--- src/ricd_pkg.sv ---
// shared types and codes for the instruction class and condition decoder
`timescale 1ns / 1ps

package ricd_pkg;

   // instruction class codes
   localparam logic [3:0] CLS_DATAPROC = 4'd0;
   localparam logic [3:0] CLS_MRS      = 4'd1;
   localparam logic [3:0] CLS_MSR      = 4'd2;
   localparam logic [3:0] CLS_MUL      = 4'd3;
   localparam logic [3:0] CLS_MULL     = 4'd4;
   localparam logic [3:0] CLS_BRANCH   = 4'd5;
   localparam logic [3:0] CLS_BX       = 4'd6;
   localparam logic [3:0] CLS_BLOCK    = 4'd7;
   localparam logic [3:0] CLS_SINGLE   = 4'd8;
   localparam logic [3:0] CLS_HALF     = 4'd9;
   localparam logic [3:0] CLS_SWI      = 4'd10;
   localparam logic [3:0] CLS_SWAP     = 4'd11;
   localparam logic [3:0] CLS_UNDEF    = 4'd12;

   // condition field codes
   localparam logic [3:0] COND_EQ = 4'd0;
   localparam logic [3:0] COND_NE = 4'd1;
   localparam logic [3:0] COND_CS = 4'd2;
   localparam logic [3:0] COND_CC = 4'd3;
   localparam logic [3:0] COND_MI = 4'd4;
   localparam logic [3:0] COND_PL = 4'd5;
   localparam logic [3:0] COND_VS = 4'd6;
   localparam logic [3:0] COND_VC = 4'd7;
   localparam logic [3:0] COND_HI = 4'd8;
   localparam logic [3:0] COND_LS = 4'd9;
   localparam logic [3:0] COND_GE = 4'd10;
   localparam logic [3:0] COND_LT = 4'd11;
   localparam logic [3:0] COND_GT = 4'd12;
   localparam logic [3:0] COND_LE = 4'd13;
   localparam logic [3:0] COND_AL = 4'd14;
   localparam logic [3:0] COND_NV = 4'd15;

   typedef struct packed {
      logic [31:0] instruction;
      logic        flag_negative;
      logic        flag_zero;
      logic        flag_carry;
      logic        flag_overflow;
   } req_type;

   typedef struct packed {
      logic [3:0] insn_class;
      logic       cond_pass;
   } rsp_type;

endpackage

--- src/ricd_classify.sv ---
// instruction class lookup on bits 27:20 and 7:4
`timescale 1ns / 1ps

module ricd_classify (
   input  logic [31:0] instruction,
   output logic [3:0]  insn_class
);
   import ricd_pkg::*;

   logic [7:0] hi;
   logic [3:0] lo;
   logic       dp_match;

   assign hi = instruction[27:20];
   assign lo = instruction[7:4];

   // test/compare ops without the s bit are not data processing
   always_comb begin
      dp_match = 1'b0;
      if (hi[7:6] == 2'b00) begin
         if (!(hi[4:3] == 2'b10 && !hi[0])) begin
            dp_match = hi[5] || !lo[0] || !lo[3];
         end
      end
   end

   always_comb begin
      if (dp_match) begin
         insn_class = CLS_DATAPROC;
      end else if ((hi & 8'hFB) == 8'h10 && lo == 4'h0) begin
         insn_class = CLS_MRS;
      end else if ((hi & 8'hFB) == 8'h32) begin
         insn_class = CLS_MSR;
      end else if ((hi & 8'hFB) == 8'h12 && lo == 4'h0) begin
         insn_class = CLS_MSR;
      end else if ((hi & 8'hFC) == 8'h00 && lo == 4'h9) begin
         insn_class = CLS_MUL;
      end else if ((hi & 8'hF8) == 8'h08 && lo == 4'h9) begin
         insn_class = CLS_MULL;
      end else if ((hi & 8'hE0) == 8'hA0) begin
         insn_class = CLS_BRANCH;
      end else if (hi == 8'h12 && lo == 4'h1) begin
         insn_class = CLS_BX;
      end else if ((hi & 8'hE0) == 8'h80) begin
         insn_class = CLS_BLOCK;
      end else if ((hi & 8'hC0) == 8'h40) begin
         insn_class = CLS_SINGLE;
      end else if ((hi & 8'hE0) == 8'h00
                   && (lo == 4'hB || lo == 4'hD || lo == 4'hF)) begin
         insn_class = CLS_HALF;
      end else if ((hi & 8'hF0) == 8'hF0) begin
         insn_class = CLS_SWI;
      end else if ((hi & 8'hFB) == 8'h10 && lo == 4'h9) begin
         insn_class = CLS_SWAP;
      end else begin
         insn_class = CLS_UNDEF;
      end
   end

endmodule

--- src/ricd_cond.sv ---
// condition field evaluation against the status flags
`timescale 1ns / 1ps

module ricd_cond (
   input  logic [3:0] cond,
   input  logic       flag_n,
   input  logic       flag_z,
   input  logic       flag_c,
   input  logic       flag_v,
   output logic       pass
);
   import ricd_pkg::*;

   always_comb begin
      case (cond)
         COND_EQ: pass = flag_z;
         COND_NE: pass = !flag_z;
         COND_CS: pass = flag_c;
         COND_CC: pass = !flag_c;
         COND_MI: pass = flag_n;
         COND_PL: pass = !flag_n;
         COND_VS: pass = flag_v;
         COND_VC: pass = !flag_v;
         COND_HI: pass = flag_c && !flag_z;
         COND_LS: pass = !flag_c || flag_z;
         COND_GE: pass = (flag_n == flag_v);
         COND_LT: pass = (flag_n != flag_v);
         COND_GT: pass = !flag_z && (flag_n == flag_v);
         COND_LE: pass = flag_z || (flag_n != flag_v);
         COND_AL: pass = 1'b1;
         default: pass = 1'b0; // never condition
      endcase
   end

endmodule

--- src/risc_insn_class_and_cond_decode.sv ---
// top level of the instruction class and condition decoder
`timescale 1ns / 1ps

// channel   ports                        transfer when
// ------    ---------------------------  ---------------------------
// request   start, busy, req_payload     start high and busy low
// result    rsp_valid, rsp_payload       rsp_valid high (one cycle)
//
// one item per cycle, sustained; busy stays low
// each item passes the input register, the decode logic and the result register, in that order
// the only path between the registers is the class table and the flag mux
// synchronous reset clears the two valid flags; payload registers are not reset
// the receiver cannot stall, so each result is shown for exactly one cycle

module risc_insn_class_and_cond_decode (
   input  logic              clock,
   input  logic              reset,
   input  logic              start,
   output logic              busy,
   input  ricd_pkg::req_type req_payload,
   output logic              rsp_valid,
   output ricd_pkg::rsp_type rsp_payload
);
   import ricd_pkg::*;

   // input stage
   req_type req_ff;
   req_type req_in;
   logic    req_valid_ff;
   logic    req_valid_in;

   // result stage
   rsp_type rsp_ff;
   rsp_type rsp_in;
   logic    rsp_valid_ff;
   logic    rsp_valid_in;

   logic [3:0] cls;
   logic       pass;

   // pure decode, never stalls
   assign busy = 1'b0;

   assign req_valid_in = start && !busy;
   assign req_in       = req_payload;

   always_ff @(posedge clock) begin
      if (reset) begin
         req_valid_ff <= 1'b0;
      end else begin
         req_valid_ff <= req_valid_in;
      end
   end

   // capture payload only on a transfer
   always_ff @(posedge clock) begin
      if (req_valid_in) begin
         req_ff <= req_in;
      end
   end

   // class lookup on the registered word
   ricd_classify u_classify (
      .instruction (req_ff.instruction),
      .insn_class  (cls)
   );

   // condition check on bits 31:28
   ricd_cond u_cond (
      .cond   (req_ff.instruction[31:28]),
      .flag_n (req_ff.flag_negative),
      .flag_z (req_ff.flag_zero),
      .flag_c (req_ff.flag_carry),
      .flag_v (req_ff.flag_overflow),
      .pass   (pass)
   );

   assign rsp_valid_in      = req_valid_ff;
   assign rsp_in.insn_class = cls;
   assign rsp_in.cond_pass  = pass;

   always_ff @(posedge clock) begin
      if (reset) begin
         rsp_valid_ff <= 1'b0;
      end else begin
         rsp_valid_ff <= rsp_valid_in;
      end
   end

   always_ff @(posedge clock) begin
      if (rsp_valid_in) begin
         rsp_ff <= rsp_in;
      end
   end

   assign rsp_valid   = rsp_valid_ff;
   assign rsp_payload = rsp_ff;

`ifndef SYNTHESIS
   // every accepted item yields a result through the input and result registers
   a_accept_gives_result: assert property (
      @(posedge clock) disable iff (reset)
      (start && !busy) |-> ##2 rsp_valid
   ) else $error("accepted item produced no result");

   // no result without a matching accepted item
   a_no_spurious_result: assert property (
      @(posedge clock) disable iff (reset)
      rsp_valid |-> $past(start && !busy, 2)
   ) else $error("result strobe without matching transfer");

   // the never condition must not pass
   a_never_cond: assert property (
      @(posedge clock) disable iff (reset)
      (start && !busy && req_payload.instruction[31:28] == COND_NV)
         |-> ##2 !rsp_payload.cond_pass
   ) else $error("never condition reported as passing");

   // class code stays inside the defined range
   a_class_range: assert property (
      @(posedge clock) disable iff (reset)
      rsp_valid |-> (rsp_payload.insn_class <= CLS_UNDEF)
   ) else $error("class code out of range");
`endif

endmodule
--- config.mk ---
export PLATFORM = sky130hd
export DESIGN_NAME = risc_insn_class_and_cond_decode
export DESIGN_NICKNAME = d
export VERILOG_FILES = /design/src/ricd_pkg.sv /design/src/ricd_classify.sv /design/src/ricd_cond.sv /design/src/risc_insn_class_and_cond_decode.sv
export SDC_FILE = /design/constraint.sdc
export NUM_CORES = 1
export LEC_CHECK = 0
export BUFFER_PORTS_ARGS = -buffer_cell sky130_fd_sc_hd__buf_2
export CORE_AREA = 2 2 52 54
export DETAILED_ROUTE_END_ITERATION = 6
export DIE_AREA = 0 0 54 56
export PLACE_DENSITY = 0.82
export RECOVER_POWER = 100
export SLEW_MARGIN = 20
export SYNTH_ARGS = -nofsm -noshare
export SYNTH_HDL_FRONTEND = slang
export SYNTH_SLANG_ARGS = --single-unit
--- constraint.sdc ---
create_clock -name clock -period 3.91 [get_ports clock]
set_input_delay 0.1955 -clock clock [delete_from_list [all_inputs] [get_ports clock]]
set_output_delay 0.1955 -clock clock [all_outputs]
set_load 0.005 [all_outputs]
== Yosys cells after proc, flatten, opt, wreduce, memory -nomap -nowiden ==
Index checks and enable logic that the tools add are counted.

* Input bits: 39
* Flip-flop bits (word level): 43
* Logic and storage cells: 89
* Memories: 0
* Bits in writable memories: 0
* ROM bits: 0
* Latch bits: 0

* Multiply operators: 0
* Multiplexer cells: 15
* Bitwise logic cells: 0
* Divide/modulo/power cells: 0
* Shifts and indexed selects: 0
* Equal/unequal tests: 31
* Order comparisons: 0
* Add/subtract/negate cells: 0
* Reductions and logical operators: 31

{| class="wikitable"
|+ Operators by type and width
! kind !! count
|-
| == test 4 bit (second input constant) || 12
|-
| == test 4 x 3 -> 1 bit (second input constant) || 4
|-
| zero test 8 bit || 2
|-
| two-way mux 3 bit || 5
|-
| case mux 1 bit (15 select lines) || 1
|-
| == test 7 x 4 -> 1 bit (second input constant) || 2
|-
| two-way mux 4 bit || 3
|-
| logical AND 1 bit || 10
|-
| OR reduction 9 bit || 1
|-
| == test 4 x 1 -> 1 bit (second input constant) || 2
|-
| == test 4 x 2 -> 1 bit (second input constant) || 2
|-
| == test 8 x 5 -> 1 bit (second input constant) || 1
|-
| zero test 4 bit || 2
|-
| == test 7 x 5 -> 1 bit (second input constant) || 1
|-
| zero test 1 bit || 7
|-
| == test 3 bit (second input constant) || 2
|-
| logical OR 1 bit || 6
|-
| two-way mux 2 bit || 3
|-
| == test 5 x 1 -> 1 bit (second input constant) || 1
|-
| OR reduction 5 bit || 1
|-
| two-way mux 1 bit || 3
|-
| == test 2 x 1 -> 1 bit (second input constant) || 1
|-
| == test 2 bit (second input constant) || 1
|-
| zero test 2 bit || 1
|-
| 3 further kinds || 3
|}

== Depth between registers and ports, before layout ==
Gate-level depths: netlist of the first run.

* Depth in word-level cells: 14
* Depth in mapped cells: 5
* Depth with buffers taken out: 4

== Cells and area by module ==
A second synthesis of the first run with hierarchy kept.

* Cell total of the unflattened synthesis: 109
* Area total of the unflattened synthesis: 1709.1 um^2

{| class="wikitable"
|+ Modules (own cells, without submodules)
! module !! area an instance (um^2) !! instances !! sequential area each (um^2) !! cells each
|-
| risc_insn_class_and_cond_decode || 1295.0 || 1 || 1271.2 || 47
|-
| ricd_classify || 220.2 || 1 || 0.0 || 34
|-
| ricd_cond || 193.9 || 1 || 0.0 || 28
|}

== Least setup slack after synthesis of the first run ==
OpenSTA, ideal clock, no wires.

* Path kind: reg2reg
* Start: register req_ff[9] (netlist bit)
* End: register rsp_ff (netlist bit rsp_payload[4]) (data pin)
* Path buffers: 0
* Setup slack: 2.162 ns
* Stages on the path, launching flop included: 5
* Arrival: 1.476 ns
* Library setup time: 0.272 ns
* Cells stage by stage: edfxtp_1 > or3_1 > or4b_1 > o211ai_2 > a2111oi_0

* Word-level cells in the longest chain between the ends: 6

{| class="wikitable"
|+ RTL lines
! element !! line !! RTL
|-
| start, declared || risc_insn_class_and_cond_decode.sv:27 || <nowiki>req_type req_ff;</nowiki>
|-
| start signal, assigned || risc_insn_class_and_cond_decode.sv:58 || <nowiki>req_ff <= req_in;</nowiki>
|-
| == test 4 bit || ricd_classify.sv:49 || <nowiki>&& (lo == 4'hB || lo == 4'hD || lo == 4'hF)) begin</nowiki>
|-
| logical OR 1 bit (2 in a row) || ricd_classify.sv:49 ||
|-
| logical AND 1 bit || ricd_classify.sv:49 ||
|-
| two-way mux 4 bit || ricd_classify.sv:48 || <nowiki>end else if ((hi & 8'hE0) == 8'h00</nowiki>
|-
| two-way mux 4 bit || ricd_classify.sv:46 || <nowiki>end else if ((hi & 8'hC0) == 8'h40) begin</nowiki>
|-
| end signal, assigned || risc_insn_class_and_cond_decode.sv:92 || <nowiki>rsp_ff <= rsp_in;</nowiki>
|-
| end, declared || risc_insn_class_and_cond_decode.sv:33 || <nowiki>rsp_type rsp_ff;</nowiki>
|}

Several ways; a longest one is shown, not always the timed one.
A chain may end at the register's enable or synchronous reset.

== Worst setup path after layout of the first run ==
Same ends and word-level chain as after synthesis.

==> results of run 1 <==
## per-stage QoR
stage	hold slack, ps	area [um2]	setup slack, ps	std cells
floorplan	267	1220	2160	91
global placement	371	1390	2090	147
detailed placement	374	1390	2020	147
CTS	23.5	1410	2010	151
global route	10.4	1400	1800	151
finish	38.8	1400	1930	151
## cell type report
| type | count | area share [%] |
|---|---|---|
| Clock buffer | 3 | 1.61 |
| Clock inverter | 1 | 0.358 |
| Inverter | 1 | 0.268 |
| Multi-Input combinational cell | 61 | 28.9 |
| Sequential cell | 27 | 56.5 |
| Tap cell | 30 | 2.68 |
| Timing Repair Buffer | 28 | 9.66 |
## synth_stat cells (all sizes together), types with 2 or more instances
| cell type | count | share of area [%] |
|---|---|---|
| and3b | 2 | 1.4 |
| a22oi | 2 | 1.2 |
| a21oi | 2 | 0.82 |
| nand3 | 2 | 0.82 |
| nor2 | 3 | 0.92 |
| nor2b | 6 | 3.1 |
| edfxtp | 25 | 62 |
| dfxtp | 2 | 3.3 |
| nor4 | 3 | 1.5 |
| or4b | 2 | 2.0 |
| o21bai | 2 | 1.2 |
| nand2 | 8 | 2.5 |
| nor3 | 4 | 1.6 |
## power groups by stage
stage	Combinational (uW)	Clock (uW)	Sequential, uW
global placement	55.8	0	370
finish	59.3	116	367
floorplan	36.4	0	366
global route	66.1	135	371
detailed placement	60.1	0	373
CTS	60.4	122	367
## sequential cells by signal, summed over array words and instances, names as in the netlist
register / count
rsp_payload: 5
rsp_valid: 1
req_valid_ff: 1
req_ff: 20
## kinds of logic (layout without fill, tap and decap cells)
family | after synthesis | count (layout) | share of synthesized area (%)
AO/OA/AOI/OAI | 21 | 21 | 13.6
XOR/XNOR | 2 | 2 | 1.44
buffers and inverters | 3 | 33 | 1.23
flip-flops | 27 | 27 | 64.9
multiplexers | 1 | 1 | 0.821
other | 1 | 1 | 0.308
AND/OR/NAND/NOR | 36 | 36 | 17.8
## worst max-delay path, stage by stage, from the launching register on
cell and delay (ps):
sky130_fd_sc_hd__edfxtp_1 490, sky130_fd_sc_hd__or3_1 390, sky130_fd_sc_hd__or4b_1 480, sky130_fd_sc_hd__o211ai_1 250
sky130_fd_sc_hd__a2111oi_0 120
## worst paths after layout
| kind | end | slack (ps) | cells past startpoint |
|---|---|---|---|
| worst max register to register | rsp_payload[4] | 1930 | 4 |
| worst min register to register | rsp_valid | 570 | 1 |
| worst max-delay path | rsp_payload[4] | 1930 | 4 |
| worst min-delay path | rsp_valid | 40 | 2 |
## routing by layer
metal | share of wire (%) | global-route usage, % | vias up
li1 | - | - | 421
met1 | 39 | 22.0 | 414
met2 | 51 | 27.0 | 54
met3 | 8.1 | 2.42 | 4
met4 | 1.7 | 7.50 | 0
met5 | 0 | 0 | -
==> results.txt, run 1 <==
The via count of the first global-routing pass was 842. The number of buffers between clock root and the deepest sink is 2. The number of buffers created by CTS is 3. Across the run, the number of max-cap violations was 0. The boundary pin count came out at 46. TritonCTS built the clock tree. The max-slew headroom at the worst pin is 28.5%.

The max-slew violation count is 0. The overall routing resource usage is 16.8%. The total number of H-tree levels came out at 1. The number of distinct library cells after synthesis came out at 42. The origin of the worst min-delay path is reset. The number of remaining DRC errors came out at 0. The aggregate negative setup slack came out at 0 ps.

Sequential elements use 64.9% of the synthesized area. Post-CTS repair changed the size of 0 cells. The final layout contains 161 nets. The count of antenna-violating nets left after detailed routing came out at 0. The count of inserted antenna diode cells is 0. The category of the critical setup timing path is flop to flop.

The routed layout has just under 900 vias. The hold buffer count at cts came out at 0. The synthesized netlist cell count came out at a little over 90.

The die is roughly 56 um tall. The sort of element at the end of the critical path is a flop. The minimum clock period after layout is 1980 ps. The share of power burned in combinational logic is 10.9%. The first-pass GRT wire length is 3750 um. The run finished with clean final reports.

After clock tree synthesis, the setup repair step added 0 buffers. The count of input and output buffers came out at 28. The tree is rooted in a sky130_fd_sc_hd__clkbuf_4. The total power per unit cell area is 388 mW/mm2. The maximum frequency from static timing analysis is 0.504 GHz.

The largest net degree at the start of global routing came out at 22. The placer congestion estimate came out at 0.838. The fraction of layout instances using a drive strength above 1 is 24.8%. The synthesized area per cell came out at 13.4 um2. The number of rows created at floorplan is 18. The leakage power total came out at 0.000522 uW.

Sequential cells burn around two thirds of the power. In this run the worst setup path begins at req_ff[9]. The count of final hold-check violations came to 0. The initial antenna violation count came to 0. The number of sinks on the clock net came out at 27. For this configuration, the core starts out at a cell density of roughly half. The utilization of the core after routing is 57.5%. The total die area is 0.00302 mm2.

The count of yosys warnings during synthesis is 0. The library cell used most frequently in the layout, excluding fill and tap cells, is sky130_fd_sc_hd__edfxtp_1. The proportion of register bits with asynchronous set or reset after synthesis is 0%. The total of endpoints with negative setup slack in the final report is 0. The area taken by flip-flops and latches is 791 um2. In this run the critical register-to-register path is launched from req_ff[9]. The proportion of total power due to net switching came out at 23.9%. The first-pass iteration count of the detailed router came out at 5. The total power after layout came out at between 500 and 600 uW. At the worst endpoint, the arrival time is 2050 ps.

The synthesized area is ~0.0012 mm2. VDD sags by at most 0.307 mV. From synthesis to final layout, the design area changed by 14.8%.

The critical path data required time is 3980 ps. The detailed placer's ending HPWL came out at 1670 um. Setup repair after global routing left no endpoint under its margin. In the synthesized netlist the dominant register cell turns out to be sky130_fd_sc_hd__edfxtp_1. The class of the most critical hold timing path is input port to flop. Internal power comes to 413 uW. The core region is 0.00243 mm2. The total nets after synthesis came out at between 100 and 150. The post-route fraction of the period consumed by the critical path came out at about 51%. The net switching power figure came out at 130 uW. The total of fill cells in the finished design is between 200 and 250. Clock skew on the completed layout was measured at around 0.90 ps.

After detailed routing, the total wire length is 2230 um. In the layout the commonest cells are 25 x sky130_fd_sc_hd__edfxtp_1, 24 x sky130_fd_sc_hd__buf_2, 8 x sky130_fd_sc_hd__nand2_1. The register bit count reported by yosys came out at 27. The final routed wire length divided by cell count is 14.8 um. STA classifies the critical path startpoint as a flop.

The clock slew at the register clock pins of the worst setup and hold paths came out at 130 ps. The detail-routed via count per cell is 5.91. The total overflow left after global routing is 0. The initial detailed-routing violation count is 43.

The die extent in x is approximately 54 um. For the pin with the worst max-slew slack, the measured transition is 1070 ps. The area of combinational cells with multiple inputs came out at 404 um2.

The worst-skew pair later-pin latency is 320 ps. The biggest fanout along the worst timing path is 5. The count of flip-flops with a built-in enable after synthesis is 25. The share of total power dissipated in the clock network is 21.4%.
(Power assumes the default switching activity.)
==> inputs of run 2 (changes only) <==
--- a/config.mk
+++ b/config.mk
@@ -6,10 +6,10 @@
 export NUM_CORES = 1
 export LEC_CHECK = 0
 export BUFFER_PORTS_ARGS = -buffer_cell sky130_fd_sc_hd__buf_2
-export CORE_AREA = 2 2 52 54
+export CORE_AREA = 2 2 57 59
 export DETAILED_ROUTE_END_ITERATION = 6
-export DIE_AREA = 0 0 54 56
-export PLACE_DENSITY = 0.82
+export DIE_AREA = 0 0 59 61
+export PLACE_DENSITY = 0.72
 export RECOVER_POWER = 100
 export SLEW_MARGIN = 20
 export SYNTH_ARGS = -nofsm -noshare
==> constraint.sdc (replaced) <==
create_clock -name clock -period 1.75 [get_ports clock]
set_input_delay 0.0875 -clock clock [delete_from_list [all_inputs] [get_ports clock]]
set_output_delay 0.0875 -clock clock [all_outputs]
set_load 0.005 [all_outputs]
==> run 2 against run 1 <==
- the flow now finishes with violations (setup timing)
- flip-flop and latch count is the same
- non-clock buffer count up 32
- wire length is 11% higher
- global-route usage fell by 2.1 points
- clock-buffer cell count stayed put
- sequential share of layout area fell by 11 points
- critical path type unchanged
- largest power group unchanged
==> results.txt, run 2 (synthesized netlist as in run 1, its figures left out) <==
The number of vias in the routed layout is 987. From left edge to right edge, the die measures a little under 60 um. The clock slew at the register clock pins of the worst setup and hold paths came out at 150 ps. The launching element type of the critical path is a flop. The checks that failed: setup timing. The post-route fraction of the period consumed by the critical path came out at 104%. CTS built an H-tree with a depth of 1.

Entering global routing, the biggest net connects 22 pins. The flow ran to the end, but the final reports show violations. The most common cell after layout, fill and taps aside is sky130_fd_sc_hd__edfxtp_1.

The starting density of the core is 41.3%. The transition at the pin with the smallest max-transition slack came out at ~1100 ps. The worst clock skew came out at 7.69 ps.

The tool flagged a number of max-cap violations equal to 0. The placer congestion estimate is 0.822. The total power after layout is 1290 uW.

The first routing iteration left 26 violations. The register with the most flip-flops in the layout has 20 of them. The number of buffers between clock root and the deepest sink is 2.

The sum of overflow across all layers after global routing came out at 0. The core box area is between 0.002 and 0.003 mm2. At the later pin of the worst-skew pair, clock insertion delay measures 320 ps. The first-pass GRT wire length is 3890 um.

The total power per unit cell area is 749 mW/mm2. The detail-routed via count per cell came out at 5.31. The routed design has approximately 2500 um of wire. The maximum resistive drop on vdd is 0.450 mV. The post-layout worst setup margin came out at -68.9 ps. Of all nets on the critical path, the largest fanout is 2. Dividing the detail-routed wire length by the instance count gives 13.4 um. The critical path arrival came out at 1900 ps.

The largest registers in the layout are req_ff (20), rsp_payload (5). The die height came out at 61 um. The sort of element at the end of the critical path is a flop. The max-slew violation count came out at 0. For this design, the sink count on the clock tree is 27. The total die area is 0.00360 mm2. The count of antenna-violating nets left after detailed routing came out at 0. The first-pass iteration count of the detailed router came out at 4. The total of endpoints with negative setup slack in the final report came out at 2.

The count of inserted antenna diode cells is 0. In this run the worst hold path is classified as input port to flop. The overall routing resource usage is 14.7%. The maximum frequency from static timing analysis is approximately 0.55 GHz. The number of buffers created by CTS is 3. The aggregate negative setup slack came out at -105 ps. The category of the critical setup timing path is flop to flop. The minimum clock period after layout is 1820 ps.

After floorplanning, the core was divided into 20 placement rows. The utilization of the core after routing is 58.3%. The max-slew headroom at the worst pin is between 20% and 30%. TritonCTS built the clock tree. The net count of the finished layout came out at between 150 and 200. The analysis attributes to cell leakage a power of just under 0.0007 uW.

The detailed placer's ending HPWL is 1600 um. The post-layout instance count excluding filler cells came out at 186. The count of final hold-check violations is 0. The critical path data required time is 1830 ps.

More flip-flops sit in one register than any other, and that register is req_ff. The cell count after placement is 159. The via count of the first global-routing pass came to 926. The count of input and output buffers came out at 28. The initial antenna violation count is 0. The number of remaining DRC errors came out at 0. The synthesis-to-finish area growth came out at 41.4%. The tree is rooted in a sky130_fd_sc_hd__clkbuf_4. The placement-stage worst setup slack came out at -60.3 ps. The top cell types in the final layout, fill and taps aside, are 25 x sky130_fd_sc_hd__edfxtp_1, 23 x sky130_fd_sc_hd__buf_2, 21 x sky130_fd_sc_hd__dlygate4sd3_1. The post-route netlist has 30.1% of its cells at a drive strength greater than 1. Setup repair after global routing could not meet its margin everywhere. During I/O placement, the number of pins put on the boundary was 46.
[run 2: worst paths after layout]
kind	start	end	slack, ps	cells past startpoint
hold reg to reg	req_valid_ff	rsp_payload[4]	570	0
setup / recovery	req_ff[11]	rsp_payload[4]	-70	4
setup reg to reg	req_ff[11]	rsp_payload[4]	-70	4
hold / removal	req_payload[8]	req_ff[8]	460	2
[run 2: area by class of cell]
| cell class | instances | area [um2] |
|---|---|---|
| fill | 260 | 1230 |
| sequential | 27 | 791 |
| multi-input combinational | 61 | 433 |
| timing repair buffer | 60 | 427 |
| tap | 33 | 41.3 |
| clock buffer | 3 | 22.5 |
| clock inverter | 1 | 5.00 |
| inverter | 1 | 3.75 |
[run 2: metrics by stage]
step / hold WS [ps] / cell area (um2)
2_1_floorplan: 159 / 1220
3_3_place_gp: 262 / 1460
3_5_place_dp: 266 / 1460
4_1_cts: 230 / 1720
5_1_grt: 447 / 1720
6_report: 459 / 1720
[run 2: timing repair]
action	in CTS	in global routing
pin swaps	4	4
hold endpoints to repair	22	0
hold buffers	21	0
setup endpoints to repair	2	4
setup buffers	1	1
gates cloned	0	0
resized for setup	4	1
[run 2: critical path: stages, from the launching register on]
cell and delay [ps]:
sky130_fd_sc_hd__edfxtp_1 440, sky130_fd_sc_hd__or3_4 410, sky130_fd_sc_hd__or4b_4 490, sky130_fd_sc_hd__o211ai_2 190, sky130_fd_sc_hd__a2111oi_2 50
[run 2: routing by layer]
layer / track usage, % / vias to the layer above / part of all wire (%)
li1: - / 490 / -
met1: 16.9 / 471 / 44
met2: 27.5 / 24 / 52
met3: 1.28 / 2 / 2.5
met4: 6.82 / 0 / 1.4
met5: 0 / - / 0
[run 2: where the power goes]
group          total (uW)  internal [uW]  switching [uW]
clock                 269           85.5             184
sequential            809            765            44.0
combinational         212            128            84.0
